[src/hw/rtl/wbc_pkg.sv]
// Shared constants, codes and types of the write-back block cache policy unit.
package wbc_pkg;

    // Defaults for the top-level parameters
    localparam int SLOTS_DEF      = 4;
    localparam int BLOCK_BITS_DEF = 32;

    // Fixed field widths on the stream ports
    localparam int OP_W     = 2;
    localparam int ADDR_W   = 32;
    localparam int CNT_W    = 16;
    localparam int KIND_W   = 2;
    localparam int SLOT_W   = 2;
    localparam int IN_DW    = 48;
    localparam int OUT_DW   = 40;
    localparam int OUT_PAD  = OUT_DW - SLOT_W - ADDR_W - 1;

    // Request opcodes
    localparam logic [OP_W-1:0] OP_READ  = 2'd0;
    localparam logic [OP_W-1:0] OP_WRITE = 2'd1;
    localparam logic [OP_W-1:0] OP_FLUSH = 2'd2;
    localparam logic [OP_W-1:0] OP_BULK  = 2'd3;

    // Result kinds
    localparam logic [KIND_W-1:0] KIND_WB   = 2'd0;
    localparam logic [KIND_W-1:0] KIND_FILL = 2'd1;
    localparam logic [KIND_W-1:0] KIND_DONE = 2'd2;

    // Flags returned by the shared comparator
    typedef struct packed {
        logic eq;
        logic lt;
    } t_cmp_res;

endpackage

[src/hw/rtl/wbc_cmp.sv]
// Shared block-number comparator used by the search, scan, mark and fill-check steps of the sequencer.
module wbc_cmp #(
    parameter int W = wbc_pkg::BLOCK_BITS_DEF
) (
    input  logic [W-1:0]      i_a,
    input  logic [W-1:0]      i_b,
    output wbc_pkg::t_cmp_res o_res
);
    import wbc_pkg::*;

    // Compare one operand pair, unsigned
    always_comb begin
        o_res.eq = (i_a == i_b);
        o_res.lt = (i_a < i_b);
    end

endmodule

[src/hw/rtl/writeback_block_cache_policy_unit.sv]
// Top level: tag, LRU order and write-back sequencer of a small block cache.
//
// Requests enter on the s_axis channel: tuser holds the opcode (read access,
// write access, flush, bulk write), tdata holds block_addr then block_count.
// Results leave on the m_axis channel: tuser holds the kind (write back,
// fill, done), tdata holds slot, target_block, already_dirty; tlast marks
// the done result that closes each request.
// One request is worked at a time; s_axis_tready is high only between
// requests. A single comparator is stepped over the slots, as follows:
//   hit: the used list is searched in order up to the matching position;
//   miss with a free slot: the used list is searched, then the block is inserted;
//   every write-back pass (flush, bulk write, miss on a full cache) runs
//   one full scan of the slots per written-back slot, plus one final
//   scan that finds no dirty slot; a bulk write of nonzero count then sets its mark.
// Results sit in an output register; when the receiver stalls the
// sequencer holds at its next result and resumes once the register frees.
// Reset empties the used list, clears all dirty bits and the
// highest-written mark; slot tags are not cleared and are only read once
// written. No clearing pass is needed after reset.
module writeback_block_cache_policy_unit #(
    parameter int SLOTS      = wbc_pkg::SLOTS_DEF,
    parameter int BLOCK_BITS = wbc_pkg::BLOCK_BITS_DEF
) (
    input  logic                        i_clk,
    input  logic                        i_rst_n,
    // request channel
    input  logic                        i_s_axis_tvalid,
    output logic                        o_s_axis_tready,
    // [31:0] block_addr, [47:32] block_count
    input  logic [wbc_pkg::IN_DW-1:0]   i_s_axis_tdata,
    // [1:0] opcode
    input  logic [wbc_pkg::OP_W-1:0]    i_s_axis_tuser,
    // result channel
    output logic                        o_m_axis_tvalid,
    input  logic                        i_m_axis_tready,
    // [1:0] slot, [33:2] target_block, [34] already_dirty, [39:35] zero
    output logic [wbc_pkg::OUT_DW-1:0]  o_m_axis_tdata,
    // [1:0] kind
    output logic [wbc_pkg::KIND_W-1:0]  o_m_axis_tuser,
    output logic                        o_m_axis_tlast
);
    import wbc_pkg::*;

    localparam int SIW = $clog2(SLOTS);
    localparam int CW  = $clog2(SLOTS + 1);
    localparam int BB  = BLOCK_BITS;

    typedef enum logic [3:0] {
        ST_IDLE,
        ST_SEARCH,
        ST_SCAN,
        ST_WB_EMIT,
        ST_WB_MARK,
        ST_INSERT,
        ST_FILL_CHK,
        ST_DONE,
        ST_BULK_SUM,
        ST_BULK_MARK
    } t_state;

    t_state            r_state;
    logic [OP_W-1:0]   r_op;
    logic [BB-1:0]     r_addr;
    logic [CNT_W-1:0]  r_cnt;
    logic [CW-1:0]     r_idx;
    logic [CW-1:0]     r_used;
    logic [SIW-1:0]    r_slot;
    logic [SIW-1:0]    r_best;
    logic [BB-1:0]     r_best_tag;
    logic              r_found;
    logic [BB-1:0]     r_end;
    logic              r_mark_vld;
    logic [BB-1:0]     r_mark;
    logic [BB-1:0]     r_tag   [SLOTS];
    logic [SLOTS-1:0]  r_dirty;
    logic [SIW-1:0]    r_order [SLOTS];

    logic              r_ovalid;
    logic [KIND_W-1:0] r_okind;
    logic [SLOT_W-1:0] r_oslot;
    logic [ADDR_W-1:0] r_otgt;
    logic              r_oad;
    logic              r_olast;

    logic [SIW-1:0]    idx_s;
    logic [CW-1:0]     p_sel;
    logic [SIW-1:0]    order_at_p;
    logic [SIW-1:0]    tag_rd_idx;
    logic [BB-1:0]     tag_rd;
    logic [SIW-1:0]    rot_order [SLOTS];
    logic [BB-1:0]     cmp_a;
    logic [BB-1:0]     cmp_b;
    t_cmp_res          cmp_res;
    logic              o_free;
    logic              emit_now;
    logic              scan_take;
    logic              scan_last;
    logic [BB:0]       bulk_sum;
    logic [SLOTS-1:0]  order_mask;

    assign idx_s  = r_idx[SIW-1:0];
    assign o_free = !r_ovalid || i_m_axis_tready;

    // Select the single order read and the single tag read
    always_comb begin
        p_sel      = (r_state == ST_INSERT) ? r_used : r_idx;
        order_at_p = r_order[p_sel[SIW-1:0]];
        tag_rd_idx = (r_state == ST_SEARCH) ? order_at_p : idx_s;
        tag_rd     = r_tag[tag_rd_idx];
    end

    // Move the entry at p_sel to the front, shifting the ones ahead of it back
    always_comb begin
        for (int i = 0; i < SLOTS; i++) begin
            if (i == 0) begin
                rot_order[i] = order_at_p;
            end else if (CW'(i) <= p_sel) begin
                rot_order[i] = r_order[i - 1];
            end else begin
                rot_order[i] = r_order[i];
            end
        end
    end

    // Steer the shared comparator for the current step
    always_comb begin
        case (r_state)
            ST_SEARCH: begin
                cmp_a = tag_rd;
                cmp_b = r_addr;
            end
            ST_SCAN: begin
                cmp_a = tag_rd;
                cmp_b = r_best_tag;
            end
            ST_WB_MARK: begin
                cmp_a = r_mark;
                cmp_b = r_best_tag;
            end
            ST_BULK_MARK: begin
                cmp_a = r_mark;
                cmp_b = r_end;
            end
            default: begin
                cmp_a = r_mark;
                cmp_b = r_addr;
            end
        endcase
    end

    wbc_cmp #(
        .W (BB)
    ) u_cmp (
        .i_a   (cmp_a),
        .i_b   (cmp_b),
        .o_res (cmp_res)
    );

    // Scan step: keep the lowest dirty tag seen so far
    assign scan_take = r_dirty[idx_s] && (!r_found || cmp_res.lt);
    assign scan_last = (idx_s == SIW'(SLOTS - 1));

    // Flag the cycles in which a result enters the output register
    assign emit_now = o_free && ((r_state == ST_WB_EMIT) || (r_state == ST_DONE) ||
                                 ((r_state == ST_FILL_CHK) && !(r_mark_vld && cmp_res.lt)));

    // End block of a bulk write, before saturation
    assign bulk_sum = {1'b0, r_addr} + (BB + 1)'(r_cnt) - (BB + 1)'(1);

    // Tag store: written when a missing block takes a slot
    always_ff @(posedge i_clk) begin
        if (r_state == ST_INSERT) begin
            r_tag[order_at_p] <= r_addr;
        end
    end

    // Sequencer, policy state and output register
    always_ff @(posedge i_clk) begin
        if (!i_rst_n) begin
            r_state    <= ST_IDLE;
            r_used     <= '0;
            r_dirty    <= '0;
            r_mark_vld <= 1'b0;
            r_mark     <= '0;
            r_ovalid   <= 1'b0;
            r_found    <= 1'b0;
            r_idx      <= '0;
            for (int i = 0; i < SLOTS; i++) begin
                r_order[i] <= SIW'(SLOTS - 1 - i);
            end
        end else begin
            if (i_m_axis_tready && !emit_now) begin
                r_ovalid <= 1'b0;
            end
            case (r_state)
                ST_IDLE: begin
                    if (i_s_axis_tvalid) begin
                        r_op    <= i_s_axis_tuser;
                        r_addr  <= BB'(i_s_axis_tdata[ADDR_W-1:0]);
                        r_cnt   <= i_s_axis_tdata[ADDR_W +: CNT_W];
                        r_idx   <= '0;
                        r_found <= 1'b0;
                        if (i_s_axis_tuser inside {OP_READ, OP_WRITE}) begin
                            r_state <= ST_SEARCH;
                        end else begin
                            r_state <= ST_SCAN;
                        end
                    end
                end
                ST_SEARCH: begin
                    if (r_idx == r_used) begin
                        if (r_used == CW'(SLOTS)) begin
                            r_idx   <= '0;
                            r_found <= 1'b0;
                            r_state <= ST_SCAN;
                        end else begin
                            r_state <= ST_INSERT;
                        end
                    end else if (cmp_res.eq) begin
                        r_order <= rot_order;
                        r_slot  <= order_at_p;
                        r_state <= ST_DONE;
                    end else begin
                        r_idx <= r_idx + CW'(1);
                    end
                end
                ST_SCAN: begin
                    if (scan_take) begin
                        r_best     <= idx_s;
                        r_best_tag <= tag_rd;
                        r_found    <= 1'b1;
                    end
                    if (scan_last) begin
                        if (r_found || scan_take) begin
                            r_state <= ST_WB_EMIT;
                        end else begin
                            case (r_op)
                                OP_FLUSH: begin
                                    r_state <= ST_DONE;
                                end
                                OP_BULK: begin
                                    r_used  <= '0;
                                    r_state <= (r_cnt != '0) ? ST_BULK_SUM : ST_DONE;
                                end
                                default: begin
                                    r_used  <= CW'(SLOTS - 1);
                                    r_state <= ST_INSERT;
                                end
                            endcase
                        end
                    end else begin
                        r_idx <= r_idx + CW'(1);
                    end
                end
                ST_WB_EMIT: begin
                    if (o_free) begin
                        r_ovalid         <= 1'b1;
                        r_okind          <= KIND_WB;
                        r_oslot          <= SLOT_W'(r_best);
                        r_otgt           <= ADDR_W'(r_best_tag);
                        r_oad            <= 1'b0;
                        r_olast          <= 1'b0;
                        r_dirty[r_best]  <= 1'b0;
                        r_state          <= ST_WB_MARK;
                    end
                end
                ST_WB_MARK: begin
                    if (!r_mark_vld || cmp_res.lt) begin
                        r_mark     <= r_best_tag;
                        r_mark_vld <= 1'b1;
                    end
                    r_idx   <= '0;
                    r_found <= 1'b0;
                    r_state <= ST_SCAN;
                end
                ST_INSERT: begin
                    r_order <= rot_order;
                    r_slot  <= order_at_p;
                    r_used  <= r_used + CW'(1);
                    r_state <= ST_FILL_CHK;
                end
                ST_FILL_CHK: begin
                    if (r_mark_vld && cmp_res.lt) begin
                        r_state <= ST_DONE;
                    end else if (o_free) begin
                        r_ovalid <= 1'b1;
                        r_okind  <= KIND_FILL;
                        r_oslot  <= SLOT_W'(r_slot);
                        r_otgt   <= ADDR_W'(r_addr);
                        r_oad    <= 1'b0;
                        r_olast  <= 1'b0;
                        r_state  <= ST_DONE;
                    end
                end
                ST_BULK_SUM: begin
                    r_end   <= bulk_sum[BB] ? '1 : bulk_sum[BB-1:0];
                    r_state <= ST_BULK_MARK;
                end
                ST_BULK_MARK: begin
                    if (!r_mark_vld || cmp_res.lt) begin
                        r_mark     <= r_end;
                        r_mark_vld <= 1'b1;
                    end
                    r_state <= ST_DONE;
                end
                ST_DONE: begin
                    if (o_free) begin
                        r_ovalid <= 1'b1;
                        r_okind  <= KIND_DONE;
                        r_olast  <= 1'b1;
                        r_oad    <= (r_op == OP_WRITE) ? r_dirty[r_slot] : 1'b0;
                        r_oslot  <= (r_op inside {OP_READ, OP_WRITE}) ? SLOT_W'(r_slot) : '0;
                        r_otgt   <= (r_op == OP_FLUSH) ? '0 : ADDR_W'(r_addr);
                        if (r_op == OP_WRITE) begin
                            r_dirty[r_slot] <= 1'b1;
                        end
                        r_state <= ST_IDLE;
                    end
                end
                default: begin
                    r_state <= ST_IDLE;
                end
            endcase
        end
    end

    // Drive the stream ports
    assign o_s_axis_tready = (r_state == ST_IDLE);
    assign o_m_axis_tvalid = r_ovalid;
    assign o_m_axis_tdata  = {{OUT_PAD{1'b0}}, r_oad, r_otgt, r_oslot};
    assign o_m_axis_tuser  = r_okind;
    assign o_m_axis_tlast  = r_olast;

    // Mark every slot that appears in the order list
    always_comb begin
        order_mask = '0;
        for (int i = 0; i < SLOTS; i++) begin
            order_mask[r_order[i]] = 1'b1;
        end
    end

    a_used_in_range: assert property (@(posedge i_clk) disable iff (!i_rst_n)
        r_used <= CW'(SLOTS))
        else $error("used count beyond slot count");

    a_order_perm: assert property (@(posedge i_clk) disable iff (!i_rst_n)
        order_mask == {SLOTS{1'b1}})
        else $error("slot order is not a permutation");

    a_wb_dirty: assert property (@(posedge i_clk) disable iff (!i_rst_n)
        (r_state == ST_WB_EMIT) |-> r_dirty[r_best])
        else $error("write back chosen for a clean slot");

    a_last_is_done: assert property (@(posedge i_clk) disable iff (!i_rst_n)
        o_m_axis_tvalid |-> (o_m_axis_tlast == (o_m_axis_tuser == KIND_DONE)))
        else $error("tlast does not match done result");

    a_wb_clears: assert property (@(posedge i_clk) disable iff (!i_rst_n)
        (r_state == ST_WB_EMIT && o_free) |=> !r_dirty[$past(r_best)])
        else $error("written-back slot still dirty");

endmodule
[config.mk]
export PLATFORM = sky130hd
export DESIGN_NAME = writeback_block_cache_policy_unit
export DESIGN_NICKNAME = d
export VERILOG_FILES = /design/src/hw/rtl/wbc_pkg.sv /design/src/hw/rtl/wbc_cmp.sv /design/src/hw/rtl/writeback_block_cache_policy_unit.sv
export SDC_FILE = /design/constraint.sdc
export NUM_CORES = 1
export LEC_CHECK = 0
export BUFFER_PORTS_ARGS = -buffer_cell sky130_fd_sc_hd__buf_2
export CORE_MARGIN = 5
export CORE_UTILIZATION = 55
export DETAILED_ROUTE_END_ITERATION = 12
export GPL_TIMING_DRIVEN = 1
export PLACE_DENSITY = 0.78
export RECOVER_POWER = 50
export SYNTH_ARGS = -nofsm -noshare
export SYNTH_HDL_FRONTEND = slang
export SYNTH_SLANG_ARGS = --single-unit
export TNS_END_PERCENT = 20
[constraint.sdc]
create_clock -name i_clk -period 11.15 [get_ports i_clk]
set_input_delay 2.23 -clock i_clk [delete_from_list [all_inputs] [get_ports i_clk]]
set_output_delay 2.23 -clock i_clk [all_outputs]
set_load 0.005 [all_outputs]
# Word-level counts from Yosys, hierarchy flattened
# Memories as Yosys holds them, arrays and structs flattened.
# Cells that the tools add are included.
[totals] word_cells=221 input_bits=54 latchBits=0 n_memories=1 rom_bits=0 ff_bits=213 out_inout_bits=45 ram_bits=128
[classes] n_reduce_logical=48 n_mux=92 div=0 n_lt_le_gt_ge=10 add_sub_neg=4 eq_ne=38 bitwise=4 mul=0 shifts=0
[mem_list] name="r_tag" words=4 word_bits=32 read_ports=1 rd_ports_with_merged_regs=0 wr=1 line_no="writeback_block_cache_policy_unit.sv:74" text="logic [BB-1:0] r_tag [SLOTS];"
[ops] cell="$mux W32" count=8
[ops] cell="$pmux W32 S2" count=2
[ops] cell="$pmux W32 S3" count=1
[ops] cell="$mux W4" count=13
[ops] cell="$pmux W4 S10" count=1
[ops] cell="$mux W2" count=18
[ops] cell="$add A32 B16 Y33" count=1
[ops] cell="$sub A33 B1 Y33 const B" count=1
[ops] cell="$eq A32 B32 Y1" count=1
[ops] cell="$lt A32 B32 Y1" count=1
[ops] cell="$ne A2 B2 Y1 const B" count=14
[ops] cell="$mux W3" count=9
[ops] cell="$mux W1" count=20
[ops] cell="$eq A4 B3 Y1 const B" count=4
[ops] cell="$mux W8" count=2
[ops] cell="$pmux W4 S2" count=2
[ops] cell="$pmux W8 S2" count=1
[ops] cell="$reduce_and A4 Y1" count=4
[ops] cell="$reduce_bool A16 Y1" count=1
[ops] cell="$ne A3 B2 Y1 const B" count=4
[ops] cell="$pmux W2 S3" count=2
[ops] cell="$pmux W3 S2" count=2
[ops] cell="$pmux W3 S4" count=1
[ops] cell="$reduce_and A3 Y1" count=4
[ops] cell="other kinds (37)" count=79

# Longest topological paths before layout
# An unclocked memory read counts as a cell.
[depth] ltp_word=21 ltp_mapped=20 mapped_depth_nobuf=17

# Modules after synthesis
# From an unflattened synthesis, not the netlist that was laid out.
[hier_totals] hier_cells=1428 area_unflattened_um2=17384.2
[by_module_without_submodules] mod="writeback_block_cache_policy_unit" area_per_inst_um2=16575.9 cells_each=1313 seq_area_each_um2=9669.3 instances=1
[by_module_without_submodules] mod="wbc_cmp" area_per_inst_um2=808.3 cells_each=115 seq_area_each_um2=0.0 instances=1

# Worst setup path before layout
# Ideal clock, no wire load.
[synth_path] kind="reg-to-reg" start="reg r_state[3]" end="reg r_okind[0] (netlist: o_m_axis_tuser[0]) (enable)" arrival_time_ps=6666 stages_incl_launch_ff=18 setup_time_ps=484 period_less_slack_ps=7150 setup_slack_ps=4000 required_time_ps=10666 n_path_buf=1 cell_sequence="dfxtp_1 -> nor2b_4 -> nand3_4 -> mux2i_4 -> mux4_2 -> mux2i_4 -> buf_6 -> mux4_2 -> mux2_2 -> ha_1 -> a21o_1 -> a21o_1 -> a21oi_1 -> nor2b_1 -> o21ai_0 -> a31oi_1 -> o31ai_1 -> a211oi_1"
[synth_via] elab_chain_cells=13
[synth_rtl] item="from (decl)" line_no="writeback_block_cache_policy_unit.sv:61" text="t_state r_state;"
[synth_rtl] item="from (signal assigned)" line_no="writeback_block_cache_policy_unit.sv:243" text="r_state <= (r_cnt != '0) ? ST_BULK_SUM : ST_DONE;"
[synth_rtl] item="$eq A4 B3 Y1" line_no="writeback_block_cache_policy_unit.sv:106" text="p_sel = (r_state == ST_INSERT) ? r_used : r_idx;"
[synth_rtl] item="$mux W3" line_no="writeback_block_cache_policy_unit.sv:106"
[synth_rtl] item="$not A2 Y3 (implied by the code)" line_no="writeback_block_cache_policy_unit.sv:107" text="order_at_p = r_order[p_sel[SIW-1:0]];"
[synth_rtl] item="$bmux W2 S2" line_no="writeback_block_cache_policy_unit.sv:107"
[synth_rtl] item="$mux W2 (implied by the code) (2 in a row)" line_no="writeback_block_cache_policy_unit.sv:107"
[synth_rtl] item="via order_at_p[0]" line_no="writeback_block_cache_policy_unit.sv:87" text="logic [SIW-1:0] order_at_p;"
[synth_rtl] item="$mux W2" line_no="writeback_block_cache_policy_unit.sv:108" text="tag_rd_idx = (r_state == ST_SEARCH) ? order_at_p : idx_s;"
[synth_rtl] item="$mem_v2 Z4 W32"
[synth_rtl] item="via tag_rd[25]" line_no="writeback_block_cache_policy_unit.sv:89" text="logic [BB-1:0] tag_rd;"
[synth_rtl] item="$mux W32" line_no="writeback_block_cache_policy_unit.sv:127" text="case (r_state)"
[synth_rtl] item="$lt A32 B32 Y1" line_no="wbc_cmp.sv:14" text="o_res.lt = (i_a < i_b);"
[synth_rtl] item="$logic_and A1 B1 Y1" line_no="writeback_block_cache_policy_unit.sv:283" text="if (r_mark_vld && cmp_res.lt) begin"
[synth_rtl] item="$ne A2 B2 Y1 (no line)"
[synth_rtl] item="$reduce_and A6 Y1 (no line)"
[synth_rtl] item="to (signal assigned)" line_no="writeback_block_cache_policy_unit.sv:258" text="r_okind <= KIND_WB;"
[synth_rtl] item="to (signal assigned)" line_no="writeback_block_cache_policy_unit.sv:287" text="r_okind <= KIND_FILL;"
[synth_rtl] item="to (signal assigned)" line_no="writeback_block_cache_policy_unit.sv:309" text="r_okind <= KIND_DONE;"
[synth_rtl] item="to (decl)" line_no="writeback_block_cache_policy_unit.sv:79" text="logic [KIND_W-1:0] r_okind;"
# The timed path passes the listed nets, and every way through them passes these cells. The select of a mux whose other input is x is not followed.
# A chain may end at the register's enable or synchronous reset.

# Final worst setup path
[layout_path] start="reg r_state[0]" end="reg r_otgt[21] (enable)"
[layout_via] elab_chain_cells=13
[layout_rtl] item="$eq A4 B3 Y1" line_no="writeback_block_cache_policy_unit.sv:106"
[layout_rtl] item="$mux W3" line_no="writeback_block_cache_policy_unit.sv:106"
[layout_rtl] item="$not A2 Y3 (implied by the code)" line_no="writeback_block_cache_policy_unit.sv:107"
[layout_rtl] item="$bmux W2 S2" line_no="writeback_block_cache_policy_unit.sv:107"
[layout_rtl] item="$mux W2 (implied by the code) (2 in a row)" line_no="writeback_block_cache_policy_unit.sv:107"
[layout_rtl] item="via order_at_p[0]" line_no="writeback_block_cache_policy_unit.sv:87"
[layout_rtl] item="$mux W2" line_no="writeback_block_cache_policy_unit.sv:108"
[layout_rtl] item="$mem_v2 Z4 W32"
[layout_rtl] item="via tag_rd[1]" line_no="writeback_block_cache_policy_unit.sv:89"
[layout_rtl] item="$mux W32" line_no="writeback_block_cache_policy_unit.sv:127"
[layout_rtl] item="$lt A32 B32 Y1" line_no="wbc_cmp.sv:14"
[layout_rtl] item="$logic_and A1 B1 Y1" line_no="writeback_block_cache_policy_unit.sv:283"
[layout_rtl] item="$ne A2 B2 Y1 (no line)"
[layout_rtl] item="$reduce_and A6 Y1 (no line)"
[layout_rtl] item="to (signal assigned)" line_no="writeback_block_cache_policy_unit.sv:260" text="r_otgt <= ADDR_W'(r_best_tag);"
[layout_rtl] item="to (signal assigned)" line_no="writeback_block_cache_policy_unit.sv:289" text="r_otgt <= ADDR_W'(r_addr);"
[layout_rtl] item="to (signal assigned)" line_no="writeback_block_cache_policy_unit.sv:313" text="r_otgt <= (r_op == OP_FLUSH) ? '0 : ADDR_W'(r_addr);"
[layout_rtl] item="to (decl)" line_no="writeback_block_cache_policy_unit.sv:81" text="logic [ADDR_W-1:0] r_otgt;"
# The timed path passes the listed nets, and every way through them passes these cells. The select of a mux whose other input is x is not followed.

==> impl_metrics.py <==
metrics = {
    "run_status": {
        "status": "finished with violations",
        "failed_checks": "capacitance limit, slew limit",
    },
    "placed_design": {
        "dp_cells": 1728,
        "gp_congestion": 0.916,
        "dp_hpwl_um": 25800,
        "place_area_um2": 17400,
        "portBuffers": 93,
        "place_ws_ns": 3.75,
    },
    "routing": {
        "vias": 11000,
        "wl_per_cell_um": 21.8,
        "drc": 0,
        "drt-total-wl_um": 39100,
        "drt_iter0_markers": 1122,
        "dr.pass1.iters": 7,
        "ant_nets": 0,
        "viasPerCell": 6.14,
    },
    "logic_synthesis": {
        "synth.most_common_cell": "edfxtp_1",
        "synthArstFlopShare_pct": 0,
        "synth_area_leaders": "edfxtp_1 (52%), dfxtp_1 (6.9%), ha_1 (6.2%)",
        "synth_edf_count": 284,
        "synthTopCellsByCount": "edfxtp_1 (284), inv_1 (99), nor2_1 (83)",
        "ys_seq_elements": 341,
        "syn_area_per_cell_um2": 12.8,
        "syn-cell-area_um2": 16500,
        "synth_top_cell_by_area": "edfxtp_1",
        "ys.flop_type": "edfxtp_1",
        "synth_top_area_share_pct": 51.7,
        "ys_seq_area_share_pct": 58.6,
        "ys_warn_count": 0,
        "synthDistinctLibCells": 69,
        "postSynthCellCount": 1288,
    },
    "clock_network": {
        "cts_sinks": 341,
        "cts_resized": 0,
        "cts_setup_buffers": 0,
        "clk_latency_ns": 0.53,
        "cts_buffer_depth": 3,
        "cts_max_level": 2,
        "cts_buffers": 36,
        "ctsRootBufferMaster": "clkbuf_16",
        "cts_hold_buf": 0,
        "clkSlewWorstSetupHoldPaths_ns": 0.06,
        "cts_tree": "built",
    },
    "grt": {
        "grt-ovfl-total": 0,
        "grt_pass1_vias": 10900,
        "antenna_found_initial": 0,
        "grt_pass1_wl_um": 61100,
        "grt_start_max_net_pins": 51,
        "track_usage_pct": 23.2,
    },
    "pwr": {
        "leakage_nw": 7.06,
        "powerDensity_nw_per_um2": 249,
        "irDropWorstVdd_mv": 0.128,
        "finalPower_mw": 4.62,
    },
    "die": {
        "dieArea_um2": 33600,
        "die_h_um": 183,
        "start_util_pct": 55.7,
        "ios": 99,
        "die_w_um": 183,
        "rows": 63,
        "core_um2": 29600,
    },
    "sta": {
        "rsz0062_at_grt": "no",
        "setup_viol": 0,
        "setup_ws_ns": 3.11,
        "slew_headroom_pct": -94.2,
        "timing.hold.ws_ns": 0.498,
        "fmax_mhz": 124,
        "hold_viol": 0,
        "fin_skew_ns": 0.0309,
        "period_needed_ns": 8.04,
        "tightest_slew_ns": 2.91,
        "fin_setup_tns_ns": 0,
        "slew_viol_final": 201,
        "post-route-period-util_pct": 72.1,
    },
    "setup_path": {
        "worstPathArrival_ns": 8.24,
        "critPathCaptureType": "flop",
        "critPathLaunchType": "flop",
        "path_max_fanout": 32,
        "cp.required_ns": 11.35,
        "crit_type": "flop to flop",
    },
    "layout": {
        "postLayoutCoreUtil_pct": 62.7,
        "antenna_cells": 0,
        "finalInstanceArea_um2": 18600,
        "drive_gt1_share_pct": 16.2,
        "fin_nets": 1513,
        "final_cells": 1791,
        "area_delta_synth_final_pct": 12.6,
    },
    "min_path": {
        "hold_path_class": "flop to flop",
    },
    "flow_run": {
        "cap_viol_max_count": 5,
    },
}
-- placed cells by master, fill, tap and decap left out, types with 8 or more instances in the layout --
cell	count
a211oi_1	39
a21o_1	27
a21oi_1	77
a221oi_1	32
a22o_1	35
a31oi_1	11
and2_1	37
buf_2	72
buf_4	14
bufinv_16	8
clkbuf_1	27
clkbuf_16	37
dfxtp_1	57
edfxtp_1	284
ha_1	82
inv_1	100
mux2_2	32
mux2i_1	14
mux4_2	34
nand2_1	74
nand2b_1	9
nand3_1	12
nand4_1	15
nor2_1	80
nor2b_1	10
nor3_1	9
nor4_1	8
o21ai_0	33
xnor2_1	18
xor2_1	15
-- report_power, final --
part	total (mW)	switching, mW	internal (mW)	leakage (nW)
Clock	1.28	0.482	0.799	0.620
Sequential	1.65	0.102	1.55	3.03
Combinational	1.69	0.955	0.730	3.41
Total	4.62	1.54	3.08	7.06
-- worst max-delay path: stages, from the launching register on --
cell	delay, ns
dfxtp_1	0.78
nor2b_1	0.33
nand3_1	0.37
mux2i_1	0.53
mux4_2	0.69
mux2i_4	0.71
buf_4	0.52
mux4_1	0.63
mux2_2	0.28
ha_1	0.30
nor2b_1	0.13
o21a_1	0.17
o21ai_0	0.19
a21oi_1	0.10
o21ai_0	0.38
a21oi_1	0.18
o31ai_1	0.79
a211oi_4	0.20
buf_4	0.39
-- worst paths after layout --
check	startpoint	end	slack, ns	cells after the start
worst max-delay path	r_state[0]	r_otgt[21]	3.11	18
worst min-delay path	r_mark[30]	r_mark[30]	0.50	2
worst max register to register	r_state[0]	r_otgt[21]	3.11	18
worst min register to register	r_mark[30]	r_mark[30]	0.50	2
-- registers in the layout (all words and copies together), names as in the netlist, 3 cells and up --
name and count:
r_addr 32, r_best_tag 32, r_cnt 16, r_dirty 4
r_end 32, r_idx 3, r_mark 32, r_order 8
r_otgt 32, r_state 4, r_tag 128, r_used 3
-- layer usage --
layer  GRT usage (%)  up-vias  share of wire, %
li1                -     5034                 -
met1            32.2     5373                42
met3            3.61       69               8.2
met5               0        -                 0
met2            38.0      515                47
met4            7.24        0               2.4
-- layout make-up --
class | instances | area (um^2)
multi-input cells | 786 | 6210
well taps | 390 | 488
inverters | 101 | 379
fillers | 2254 | 11100
repair buffers | 110 | 556
clock inverters | 21 | 314
flip-flops and latches | 341 | 9670
clock buffers | 42 | 955
-- kinds of logic after synthesis --
group                    Yosys count  share of synthesized area (%)
AO/OA/AOI/OAI                    295                           12.3
XOR/XNOR                          33                           1.75
adder cells (fa/ha/maj)           83                           6.34
buffers and inverters            165                           4.12
flip-flops                       341                           58.6
multiplexers                      84                           8.27
other                              1                         0.0227
AND/OR/NAND/NOR                  286                           8.56
Power figures use the tool's default switching activity.
